File: config.mk
export PLATFORM = sky130hd
export DESIGN_NAME = sorted_key_set_top
export DESIGN_NICKNAME = d
export VERILOG_FILES = /design/src/rtl/core/sks_pkg.sv /design/src/rtl/core/sks_ctrl.sv /design/src/rtl/core/sks_dp.sv /design/src/rtl/core/sorted_key_set_top.sv
export VERILOG_INCLUDE_DIRS = /design/src /design/src/rtl/core
export SDC_FILE = /design/constraint.sdc
export NUM_CORES = 2
export LEC_CHECK = 0
export BUFFER_PORTS_ARGS = -buffer_cell sky130_fd_sc_hd__buf_2
export CORE_MARGIN = 2
export CORE_UTILIZATION = 50
export CTS_BUF_LIST = sky130_fd_sc_hd__clkbuf_16
export DETAILED_ROUTE_END_ITERATION = 8
export MAX_ROUTING_LAYER = met4
export PLACE_DENSITY_LB_ADDON = 0.05
export SETUP_SLACK_MARGIN = 0.3
export SLEW_MARGIN = 5
export SYNTH_ARGS = -nofsm -noshare
export SYNTH_HDL_FRONTEND = slang
export SYNTH_HIERARCHICAL = 1
export SYNTH_SLANG_ARGS = --single-unit
export TNS_END_PERCENT = 30
File: constraint.sdc
create_clock -name clk -period 5.07 [get_ports clk]
set_input_delay 1.014 -clock clk [delete_from_list [all_inputs] [get_ports clk]]
set_output_delay 1.014 -clock clk [all_outputs]
set_load 0.01 [all_outputs]
File: src/rtl/core/assert_macros.svh
// Assertion macros shared by the RTL.
`ifndef ASSERT_MACROS_SVH
`define ASSERT_MACROS_SVH

`ifndef NO_ASSERTIONS

// checked from the first edge after reset is released
`define ASSERT_RST(lbl, clk, rst_n, prop, msg) \
  lbl: assert property (@(posedge clk) disable iff (!rst_n) prop) else $error(msg);

// checked at every edge, reset included
`define ASSERT_ALWAYS(lbl, clk, prop, msg) \
  lbl: assert property (@(posedge clk) prop) else $error(msg);

`else

`define ASSERT_RST(lbl, clk, rst_n, prop, msg)
`define ASSERT_ALWAYS(lbl, clk, prop, msg)

`endif

`endif

File: src/rtl/core/sks_pkg.sv
`default_nettype none

package sks_pkg;

  localparam int OPC_W = 2;
  localparam int KEY_W = 32;
  localparam int STS_W = 2;
  localparam int POS_W = 6;
  localparam int CNT_W = 7;

  localparam logic [OPC_W-1:0] OP_INSERT = 2'd0;
  localparam logic [OPC_W-1:0] OP_REMOVE = 2'd1;
  localparam logic [OPC_W-1:0] OP_LOOKUP = 2'd2;

  localparam logic [STS_W-1:0] ST_DONE     = 2'd0;
  localparam logic [STS_W-1:0] ST_NOEFFECT = 2'd1;
  localparam logic [STS_W-1:0] ST_FULL     = 2'd2;

  typedef struct packed {
    logic [OPC_W-1:0] opcode;
    logic [KEY_W-1:0] key;
  } in_word_t;

  typedef struct packed {
    logic [STS_W-1:0] status;
    logic [POS_W-1:0] position;
    logic [CNT_W-1:0] member_count;
  } out_word_t;

  // controller -> datapath
  typedef struct packed {
    logic load;      // capture request, open search window
    logic srch_rd;   // read entry at search midpoint
    logic srch_upd;  // narrow search window
    logic mv_init;   // set up entry shift
    logic mv_rd;     // read source entry of shift
    logic mv_wr;     // write it one place over
    logic put;       // write new key at its place
    logic respond;   // update count, drive result
  } ctrl_cmd_t;

  // datapath -> controller
  typedef struct packed {
    logic srch_done;
    logic do_move;
    logic mv_done;
    logic is_insert;
  } ctrl_sts_t;

endpackage

`default_nettype wire

File: src/rtl/core/sks_ctrl.sv
`default_nettype none

`include "assert_macros.svh"

module sks_ctrl
  import sks_pkg::*;
(
  input  wire logic      clk,
  input  wire logic      rst_n,
  input  wire logic      start,
  output logic           busy,
  input  wire ctrl_sts_t sts,
  output ctrl_cmd_t      cmd
);

  localparam logic [2:0] S_IDLE = 3'd0;
  localparam logic [2:0] S_SRD  = 3'd1;
  localparam logic [2:0] S_SCMP = 3'd2;
  localparam logic [2:0] S_DEC  = 3'd3;
  localparam logic [2:0] S_MCHK = 3'd4;
  localparam logic [2:0] S_MWR  = 3'd5;
  localparam logic [2:0] S_PUT  = 3'd6;
  localparam logic [2:0] S_RESP = 3'd7;

  logic [2:0] state_r;
  logic [2:0] state_nxt;

  always_comb begin
    state_nxt = state_r;
    cmd       = '0;
    case (state_r)
      S_IDLE: begin
        if (start) begin
          cmd.load  = 1'b1;
          state_nxt = S_SRD;
        end
      end
      S_SRD: begin
        if (sts.srch_done) begin
          state_nxt = S_DEC;
        end else begin
          cmd.srch_rd = 1'b1;
          state_nxt   = S_SCMP;
        end
      end
      S_SCMP: begin
        cmd.srch_upd = 1'b1;
        state_nxt    = S_SRD;
      end
      S_DEC: begin
        if (sts.do_move) begin
          cmd.mv_init = 1'b1;
          state_nxt   = S_MCHK;
        end else begin
          state_nxt = S_RESP;
        end
      end
      S_MCHK: begin
        if (sts.mv_done) begin
          state_nxt = sts.is_insert ? S_PUT : S_RESP;
        end else begin
          cmd.mv_rd = 1'b1;
          state_nxt = S_MWR;
        end
      end
      S_MWR: begin
        cmd.mv_wr = 1'b1;
        state_nxt = S_MCHK;
      end
      S_PUT: begin
        cmd.put   = 1'b1;
        state_nxt = S_RESP;
      end
      S_RESP: begin
        cmd.respond = 1'b1;
        state_nxt   = S_IDLE;
      end
      default: begin
        state_nxt = S_IDLE;
      end
    endcase
  end

  always_ff @(posedge clk) begin
    if (!rst_n) begin
      state_r <= S_IDLE;
    end else begin
      state_r <= state_nxt;
    end
  end

  assign busy = (state_r != S_IDLE);

  `ASSERT_RST(a_put_only_insert, clk, rst_n, cmd.put |-> sts.is_insert, "key write outside insert")
  `ASSERT_RST(a_accept_goes_busy, clk, rst_n, (start && !busy) |=> busy, "request not taken")

endmodule

`default_nettype wire

File: src/rtl/core/sks_dp.sv
`default_nettype none

`include "assert_macros.svh"

module sks_dp
  import sks_pkg::*;
#(
  parameter int CAPACITY  = 64,
  parameter int KEY_WIDTH = 32
) (
  input  wire logic      clk,
  input  wire logic      rst_n,
  input  wire in_word_t  in_word,
  input  wire ctrl_cmd_t cmd,
  output ctrl_sts_t      sts,
  output logic           out_valid,
  output out_word_t      out_word
);

  localparam int AW = (CAPACITY > 1) ? $clog2(CAPACITY) : 1;
  localparam int CW = $clog2(CAPACITY + 1);

  logic [KEY_WIDTH-1:0] mem [CAPACITY];

  logic [KEY_WIDTH-1:0] key_r;
  logic [OPC_W-1:0]     op_r;
  logic [CW-1:0]        lo_r;
  logic [CW-1:0]        hi_r;
  logic                 hit_r;
  logic [CW-1:0]        idx_r;
  logic [CW-1:0]        count_r;
  logic [CW-1:0]        count_nxt;
  logic [KEY_WIDTH-1:0] rdata_r;
  logic                 out_valid_r;
  out_word_t            out_word_r;

  logic [CW:0]          mid_sum;
  logic [CW-1:0]        mid;
  logic [CW-1:0]        idx_dec;
  logic [CW-1:0]        idx_inc;
  logic [AW-1:0]        rd_addr;
  logic                 is_insert;
  logic                 is_remove;
  logic                 full;
  logic [STS_W-1:0]     res_status;
  logic                 res_done;

  assign mid_sum   = {1'b0, lo_r} + {1'b0, hi_r};
  assign mid       = mid_sum[CW:1];
  assign idx_dec   = idx_r - CW'(1);
  assign idx_inc   = idx_r + CW'(1);
  assign is_insert = (op_r == OP_INSERT);
  assign is_remove = (op_r == OP_REMOVE);
  assign full      = (count_r == CW'(CAPACITY));

  always_comb begin
    case (op_r)
      OP_INSERT: res_status = hit_r ? ST_NOEFFECT : (full ? ST_FULL : ST_DONE);
      OP_REMOVE: res_status = hit_r ? ST_DONE : ST_NOEFFECT;
      OP_LOOKUP: res_status = hit_r ? ST_DONE : ST_NOEFFECT;
      default:   res_status = ST_NOEFFECT;
    endcase
  end

  assign res_done = (res_status == ST_DONE);

  always_comb begin
    count_nxt = count_r;
    if (res_done && is_insert) begin
      count_nxt = count_r + CW'(1);
    end else if (res_done && is_remove) begin
      count_nxt = count_r - CW'(1);
    end
  end

  assign sts.srch_done = !(lo_r < hi_r);
  assign sts.do_move   = (is_insert && !hit_r && !full) || (is_remove && hit_r);
  assign sts.mv_done   = is_insert ? (idx_r == lo_r) : !(idx_inc < count_r);
  assign sts.is_insert = is_insert;

  // search reads the midpoint; a shift reads the neighbor of the target slot
  assign rd_addr = cmd.srch_rd ? mid[AW-1:0] : (is_insert ? idx_dec[AW-1:0] : idx_inc[AW-1:0]);

  always_ff @(posedge clk) begin
    if (cmd.srch_rd || cmd.mv_rd) begin
      rdata_r <= mem[rd_addr];
    end
    if (cmd.mv_wr) begin
      mem[idx_r[AW-1:0]] <= rdata_r;
    end else if (cmd.put) begin
      mem[idx_r[AW-1:0]] <= key_r;
    end
  end

  always_ff @(posedge clk) begin
    if (cmd.load) begin
      key_r <= KEY_WIDTH'(in_word.key);
      op_r  <= in_word.opcode;
      lo_r  <= '0;
      hi_r  <= count_r;
      hit_r <= 1'b0;
    end else if (cmd.srch_upd) begin
      if (rdata_r < key_r) begin
        lo_r <= mid + CW'(1);
      end else begin
        // hit tracks the entry at hi, which ends up as the key's place
        hi_r  <= mid;
        hit_r <= (rdata_r == key_r);
      end
    end
    if (cmd.mv_init) begin
      idx_r <= is_insert ? count_r : lo_r;
    end else if (cmd.mv_wr) begin
      idx_r <= is_insert ? idx_dec : idx_inc;
    end
    if (cmd.respond) begin
      out_word_r.status       <= res_status;
      out_word_r.position     <= res_done ? POS_W'(lo_r) : '0;
      out_word_r.member_count <= CNT_W'(count_nxt);
    end
  end

  always_ff @(posedge clk) begin
    if (!rst_n) begin
      count_r     <= '0;
      out_valid_r <= 1'b0;
    end else begin
      out_valid_r <= cmd.respond;
      if (cmd.respond) begin
        count_r <= count_nxt;
      end
    end
  end

  assign out_valid = out_valid_r;
  assign out_word  = out_word_r;

  `ASSERT_RST(a_count_bound, clk, rst_n, count_r <= CW'(CAPACITY), "key count above capacity")
  `ASSERT_RST(a_single_strobe, clk, rst_n, out_valid_r |=> !out_valid_r, "result strobe held")
  `ASSERT_RST(a_shift_in_range, clk, rst_n, cmd.mv_wr |-> (idx_r < count_r || (is_insert && idx_r == count_r)), "shift outside table")

endmodule

`default_nettype wire

File: src/rtl/core/sorted_key_set_top.sv
// Channel   Ports                      Transfer
// request   start, busy, in_word       start high while busy low
// result    out_valid, out_word        one-cycle strobe, always taken
//
// One request at a time; busy is high from the accepting edge until the result strobe.
// Search: each halving reads the midpoint and compares; a final check sees the window closed.
// Shift: each moved entry is read and written, and a final check ends it; an insert also places its key.
// Reset clears the count, the result strobe and the controller state; key memory contents need no clearing.
// The result receiver cannot stall; each word is shown for exactly one cycle.
`default_nettype none

module sorted_key_set_top
  import sks_pkg::*;
#(
  parameter int CAPACITY  = 64,
  parameter int KEY_WIDTH = 32
) (
  input  wire logic     clk,
  input  wire logic     rst_n,
  input  wire logic     start,
  output logic          busy,
  input  wire in_word_t in_word,
  output logic          out_valid,
  output out_word_t     out_word
);

  ctrl_cmd_t cmd;
  ctrl_sts_t sts;

  sks_ctrl u_ctrl (
    .clk   (clk),
    .rst_n (rst_n),
    .start (start),
    .busy  (busy),
    .sts   (sts),
    .cmd   (cmd)
  );

  sks_dp #(
    .CAPACITY  (CAPACITY),
    .KEY_WIDTH (KEY_WIDTH)
  ) u_dp (
    .clk       (clk),
    .rst_n     (rst_n),
    .in_word   (in_word),
    .cmd       (cmd),
    .sts       (sts),
    .out_valid (out_valid),
    .out_word  (out_word)
  );

endmodule

`default_nettype wire
# --- Word-level counts from Yosys, hierarchy flattened ---
# Memories as Yosys holds them, arrays and structs flattened. A register that Yosys moved wholly into a read port is not among the register bits.
# Index checks and enable logic that the tools add are counted.
totals:
  register_bits: 82
  rom_bits: 0
  in_bits: 37
  ramBits: 2048
  word_cells: 98
  latchBits: 0
  n_memories: 1
memory_table:
  columns: ["name", "words", "width", "rd", "rd_clocked_by_memory_dff", "write_ports", "line_no", "rtl"]
  rows:
  - ["u_dp.mem", 64, 32, 1, 1, 1, "sks_dp.sv:23", "logic [KEY_WIDTH-1:0] mem [CAPACITY];"]
classes:
  shift: 0
  eq_ne: 14
  magnitude_cmp: 3
  mux: 40
  addsub: 6
  bitwise_logic: 2
  reduce_logical: 20
  div: 0
  mul: 0
ops:
  columns: ["operator", "count"]
  rows:
  - ["7-bit 2-to-1 mux", 9]
  - ["32-bit equality test", 1]
  - ["32-bit less-than comparator", 1]
  - ["32-bit 2-to-1 mux", 1]
  - ["3-bit case mux with 8 select lines", 1]
  - ["7-bit by 1-bit adder with 7-bit output (second input constant)", 3]
  - ["1-bit 2-to-1 mux", 21]
  - ["7-bit less-than comparator", 2]
  - ["7-bit by 1-bit subtractor with 7-bit output (second input constant)", 2]
  - ["3-bit equality test (second input constant)", 4]
  - ["6-bit 2-to-1 mux", 2]
  - ["7-bit by 7-bit adder with 8-bit output", 1]
  - ["7-bit equality test", 1]
  - ["7-bit equality test (second input constant)", 1]
  - ["3-bit by 2-bit equality test with 1-bit output (second input constant)", 2]
  - ["2-bit 2-to-1 mux", 3]
  - ["3-bit 2-to-1 mux", 2]
  - ["2-bit AND reduction", 3]
  - ["1-bit logical AND", 5]
  - ["2-bit logical NOT", 2]
  - ["2-bit != test (second input constant)", 2]
  - ["2-bit case mux with 2 select lines", 1]
  - ["2-bit nonzero test", 2]
  - ["3-bit by 1-bit equality test with 1-bit output (second input constant)", 1]
  - ["other kinds (9)", 12]

# --- Longest topological paths before layout ---
logic_depth:
  word_depth: 8
  mapped_depth: 19

# --- Modules after synthesis ---
# The synthesis kept the hierarchy.
by_module_without_submodules:
  columns: ["module", "cells_per_inst", "instances", "area_per_inst_um2", "seq_area_each_um2"]
  rows:
  - ["sks_dp", 3851, 1, 85726.0, 64672.0]
  - ["sks_ctrl", 29, 1, 244.0, 60.1]

# --- Worst setup path after synthesis ---
# Ideal clock, no wire load.
synth_path:
  kind: "register to register"
  startpoint: "reg u_ctrl.state_r[0]"
  endpoint: "mem u_dp.mem[0][0] (data pin)"
  arrival_time_ns: 3.740
  path_buffers: 3
  slack_ns: 0.627
  required_ns: 4.368
  path_stages_with_launch: 7
  period_less_slack_ns: 4.443
  path_cell_list: "dfxtp_1 -> buf_2 -> and3b_1 -> nor2b_1 -> clkbuf_1 -> clkbuf_1 -> o21ai_0"
synth_rtl:
  columns: ["item", "line_no", "rtl"]
  rows:
  - ["start, declared", "sks_ctrl.sv:25", "logic [2:0] state_r;"]
  - ["start signal, assigned", "sks_ctrl.sv:88", "state_r <= state_nxt;"]
  - ["end, declared", "sks_dp.sv:23", null]

==> flow_summary.yaml <==
status:
  outcome: "completed"
clock_tree:
  clk_latency_ns: 0.84
  number_of_cts_inserted_buffers: 219
  worst_setup_hold_path_clk_slew_ns: 0.06
  cts-htree-levels: 4
  cts_tree: "built"
  cts_max_path_buffers: 3
  total_number_of_clock_tree_sinks: 2162
  cts_hold_buf: 0
  cts_root_buffer: "clkbuf_16"
yosys:
  post_synth.cell_area_avg_sq_um: 22.2
  synth.lib_cells_used.distinct: 71
  postSynthRegisterBits: 2162
  yosys_warnings: 6
  ys_seq_area_frac: 0.753
  number_of_flops_mapped_to_enable_cells_by_yosys: 2143
  synth_commonest_cells: "2143 x edfxtp_1, 514 x mux4_2, 490 x mux2i_1"
  synth.largest_area_cell: "edfxtp_1"
  async_flop_share: 0
  post_synth_inst_count: 3880
  net_count_after_synthesis: 3977
  yosys.cell_count.top_type: "edfxtp_1"
  synth_flop_cell: "edfxtp_1"
  yosysTopAreaCellShare: 0.749
  cell_types_with_the_largest_area_share_after_synthesis: "edfxtp_1 75%, mux4_2 13%, mux2i_1 5.7%"
  synth_area_sq_um: 86000
setup_path:
  arrival_ns: 5.16
  worst_ep_required_time_ns: 5.63
  worstPathBufferInverterCount: 5
  timing.reg2reg.setup_slack_ns: 0.47
  worst_r2r_path_depth: 20
  cp_cell_sequence: "inv_1 > ha_1 > a21oi_1 > o21bai_1 > a21oi_1 > o21bai_1 > a21oi_1 > o21bai_1 > nor4b_2 > buf_6 > nand2_1 > o21ai_4 > buf_12 > buf_16 > buf_16 > mux4_2 > mux2i_1 > mux2i_1 > mux2i_2 > mux2i_1"
  worst_r2r_endpoint: "u_dp/rdata_r[21]$_DFFE_PP_"
  critical_register_to_register_path_startpoint: "u_dp/hi_r[1]$_DFFE_PP_"
  setup.worst_path.end_class: "flop"
  cpPeakStageDelay_ns: 0.45
  cpMaxStageDelayCell: "edfxtp_1"
  critical_setup_path_kind: "flop to flop"
  critical_path.top_delay_family: "multiplexers"
  worstSetupStartpointType: "flop"
  path_max_fanout: 33
placement:
  port-buffer-count: 53
  finalWeightedCongestion: 0.827
  placement.cell_area_sq_um: 90500
  dpl.hpwl_mm: 124
  numPlacedInstances: 6165
detailed_routing:
  route.antenna.remaining_nets: 0
  route.detailed.vias_per_inst: 6.16
  post_drt_wl_per_cell_microns: 32.4
  via_count: 40681
  drt_first_iter_violations: 4123
  remaining_drc_errors: 0
  routed_wl_mm: 214
  detailed_router_iteration_count_before_antenna_repair: 6
run:
  maxCapViolCount: 0
floorplanning:
  fp.dieArea_sq_um: 175000
  placeableCoreArea_sq_um: 171000
  row_count: 152
  die_x_microns: 419
  overall_die_height_microns: 419
  io_pins: 54
  initial_utilization: 0.502
final_layout:
  instances_no_fill: 6605
  combined_area_of_the_multi_input_logic_cells_sq_um: 20400
  fillers: 12471
  final_cell_area_sq_um: 97900
  layout.nets: 4273
  final_layout_size_suffix_gt1_frac: 0.281
  area_growth_pct: 13.8
  sequential_cell_area_sq_um: 64700
sta:
  finalSetupTns_ns: 0
  timing.slew.headroom: 0.147
  hold_viol_final: 0
  finalCritPeriodShare: 0.907
  report.final.slew_viol_count: 0
  fmaxAchievable_mhz: 217
  grt_setup_unrepaired: "true"
  max_slew.worst_pin.slew_ns: 1.28
  setup_viol: 0
  final_period_minus_worst_setup_slack_ns: 4.60
  fin_worst_skew_ns: 0.0281
  holdWs_ns: 0.346
worst_hold_path:
  hold_start: "in_word[4]"
  timing.hold.worst.class: "input pin to flop"
  hold-path-endpoint: "u_dp/key_r[4]$_DFFE_PP_"
  timing.hold.worst_path_depth: 1
global_route:
  antenna_violations_before_repair: 2
  globalRoute.totalOverflow: 0
  grt_max_degree: 65
  grtUsageTotal: 0.254
  grt_pass1_vias: 41693
  grt_first_pass_wirelength_mm: 305
pwr:
  power.density_cell_area_nw_per_um2: 530
  max-vdd-ir-drop_mv: 0.322
  static-leakage-power_nw: 32.4
-- timing repair --
item | in CTS | in global routing
setup buffers | 2 | 15
resized for setup | 3 | 17
cloned | 0 | 5
pin swaps | 0 | 1
endpoints found under the setup margin | 6 | 24
hold endpoints to repair | 0 | 0
-- area by class of cell --
class	instances	area share
Sequential cell	2162	0.661
Multi-Input combinational cell	1465	0.209
Clock buffer	221	0.0565
Tap cell	2233	0.0285
Timing Repair Buffer	271	0.0276
Clock inverter	189	0.0148
Inverter	57	0.00219
Antenna cell	7	0.000179
-- flip-flops by register name (all words and copies together) (netlist names) --
name,count
u_dp/key_r,32
u_dp/hit_r,1
u_dp/op_r,2
u_dp/idx_r,7
u_dp/hi_r,7
u_dp/rdata_r,32
u_ctrl/state_r,3
u_dp/out_valid,1
u_dp/lo_r,7
u_dp/count_r,7
u_dp/out_word,15
u_dp/mem,2048
-- metal layers --
metal  vias to the layer above  routed length (microns)  part of all wire  track usage
met1                     22316                    90900              0.42        0.345
met2                      1273                   106000              0.50        0.408
li1                      16814                        -                 -            -
met4                         0                     4850             0.023       0.0646
met3                       278                    12000             0.056       0.0368
met5                         -                        0                 0            -
-- power breakdown --
group | leakage (nW) | internal (mW) | total, mW | switching (mW)
Clock | 3.62 | 8.86 | 15.6 | 6.74
Sequential | 19.4 | 22.0 | 22.2 | 0.198
Combinational | 9.34 | 5.81 | 14.0 | 8.18
-- per-stage QoR --
stage	util	total power, mW	setup WS, ns
6_report	0.572	51.8	0.469
5_1_grt	0.572	53.9	0.211
4_1_cts	0.569	52.0	0.265
3_5_place_dp	0.529	36.4	0.144
3_3_place_gp	0.529	36.0	0.103
2_1_floorplan	-	31.6	0.627
-- layout by cell type (no fill, tap or decap), types with 47 or more instances in the layout --
cell type,count
buf_12,47
buf_2,53
buf_4,159
clkbuf_16,226
clkinv_1,49
edfxtp_1,2143
ha_1,59
inv_1,114
mux2i_1,481
mux4_2,514
nor2_4,65
-- logic make-up (layout without fill, tap and decap cells) --
logic type,Yosys count,after routing,synth area share
buf+inv,253,738,0.0170
fa+ha+maj,60,60,0.00882
other cells,0,7,0
xor+xnor,37,37,0.00386
compound gates,97,97,0.00752
flops,2162,2162,0.753
simple gates,230,230,0.0133
mux,1041,1041,0.197
-- how the worst max path moves through the flow --
stage	from	end	slack, ns	depth (start not counted)
6_report	u_dp/hi_r[1]$_DFFE_PP_	u_dp/rdata_r[21]$_DFFE_PP_	0.47	20
2_1_floorplan	u_ctrl/state_r[0]$_SDFFE_PN0P_	u_dp/mem[0][0]$_DFFE_PP_	0.63	6
5_1_grt	u_dp/hi_r[1]$_DFFE_PP_	u_dp/rdata_r[24]$_DFFE_PP_	0.21	20
3_5_place_dp	u_dp/lo_r[1]$_SDFFE_PP0P_	u_dp/rdata_r[22]$_DFFE_PP_	0.14	19
3_3_place_gp	u_dp/hi_r[1]$_DFFE_PP_	u_dp/rdata_r[22]$_DFFE_PP_	0.10	20
4_1_cts	u_dp/lo_r[1]$_SDFFE_PP0P_	u_dp/rdata_r[21]$_DFFE_PP_	0.27	19
(Power assumes the default switching activity.)
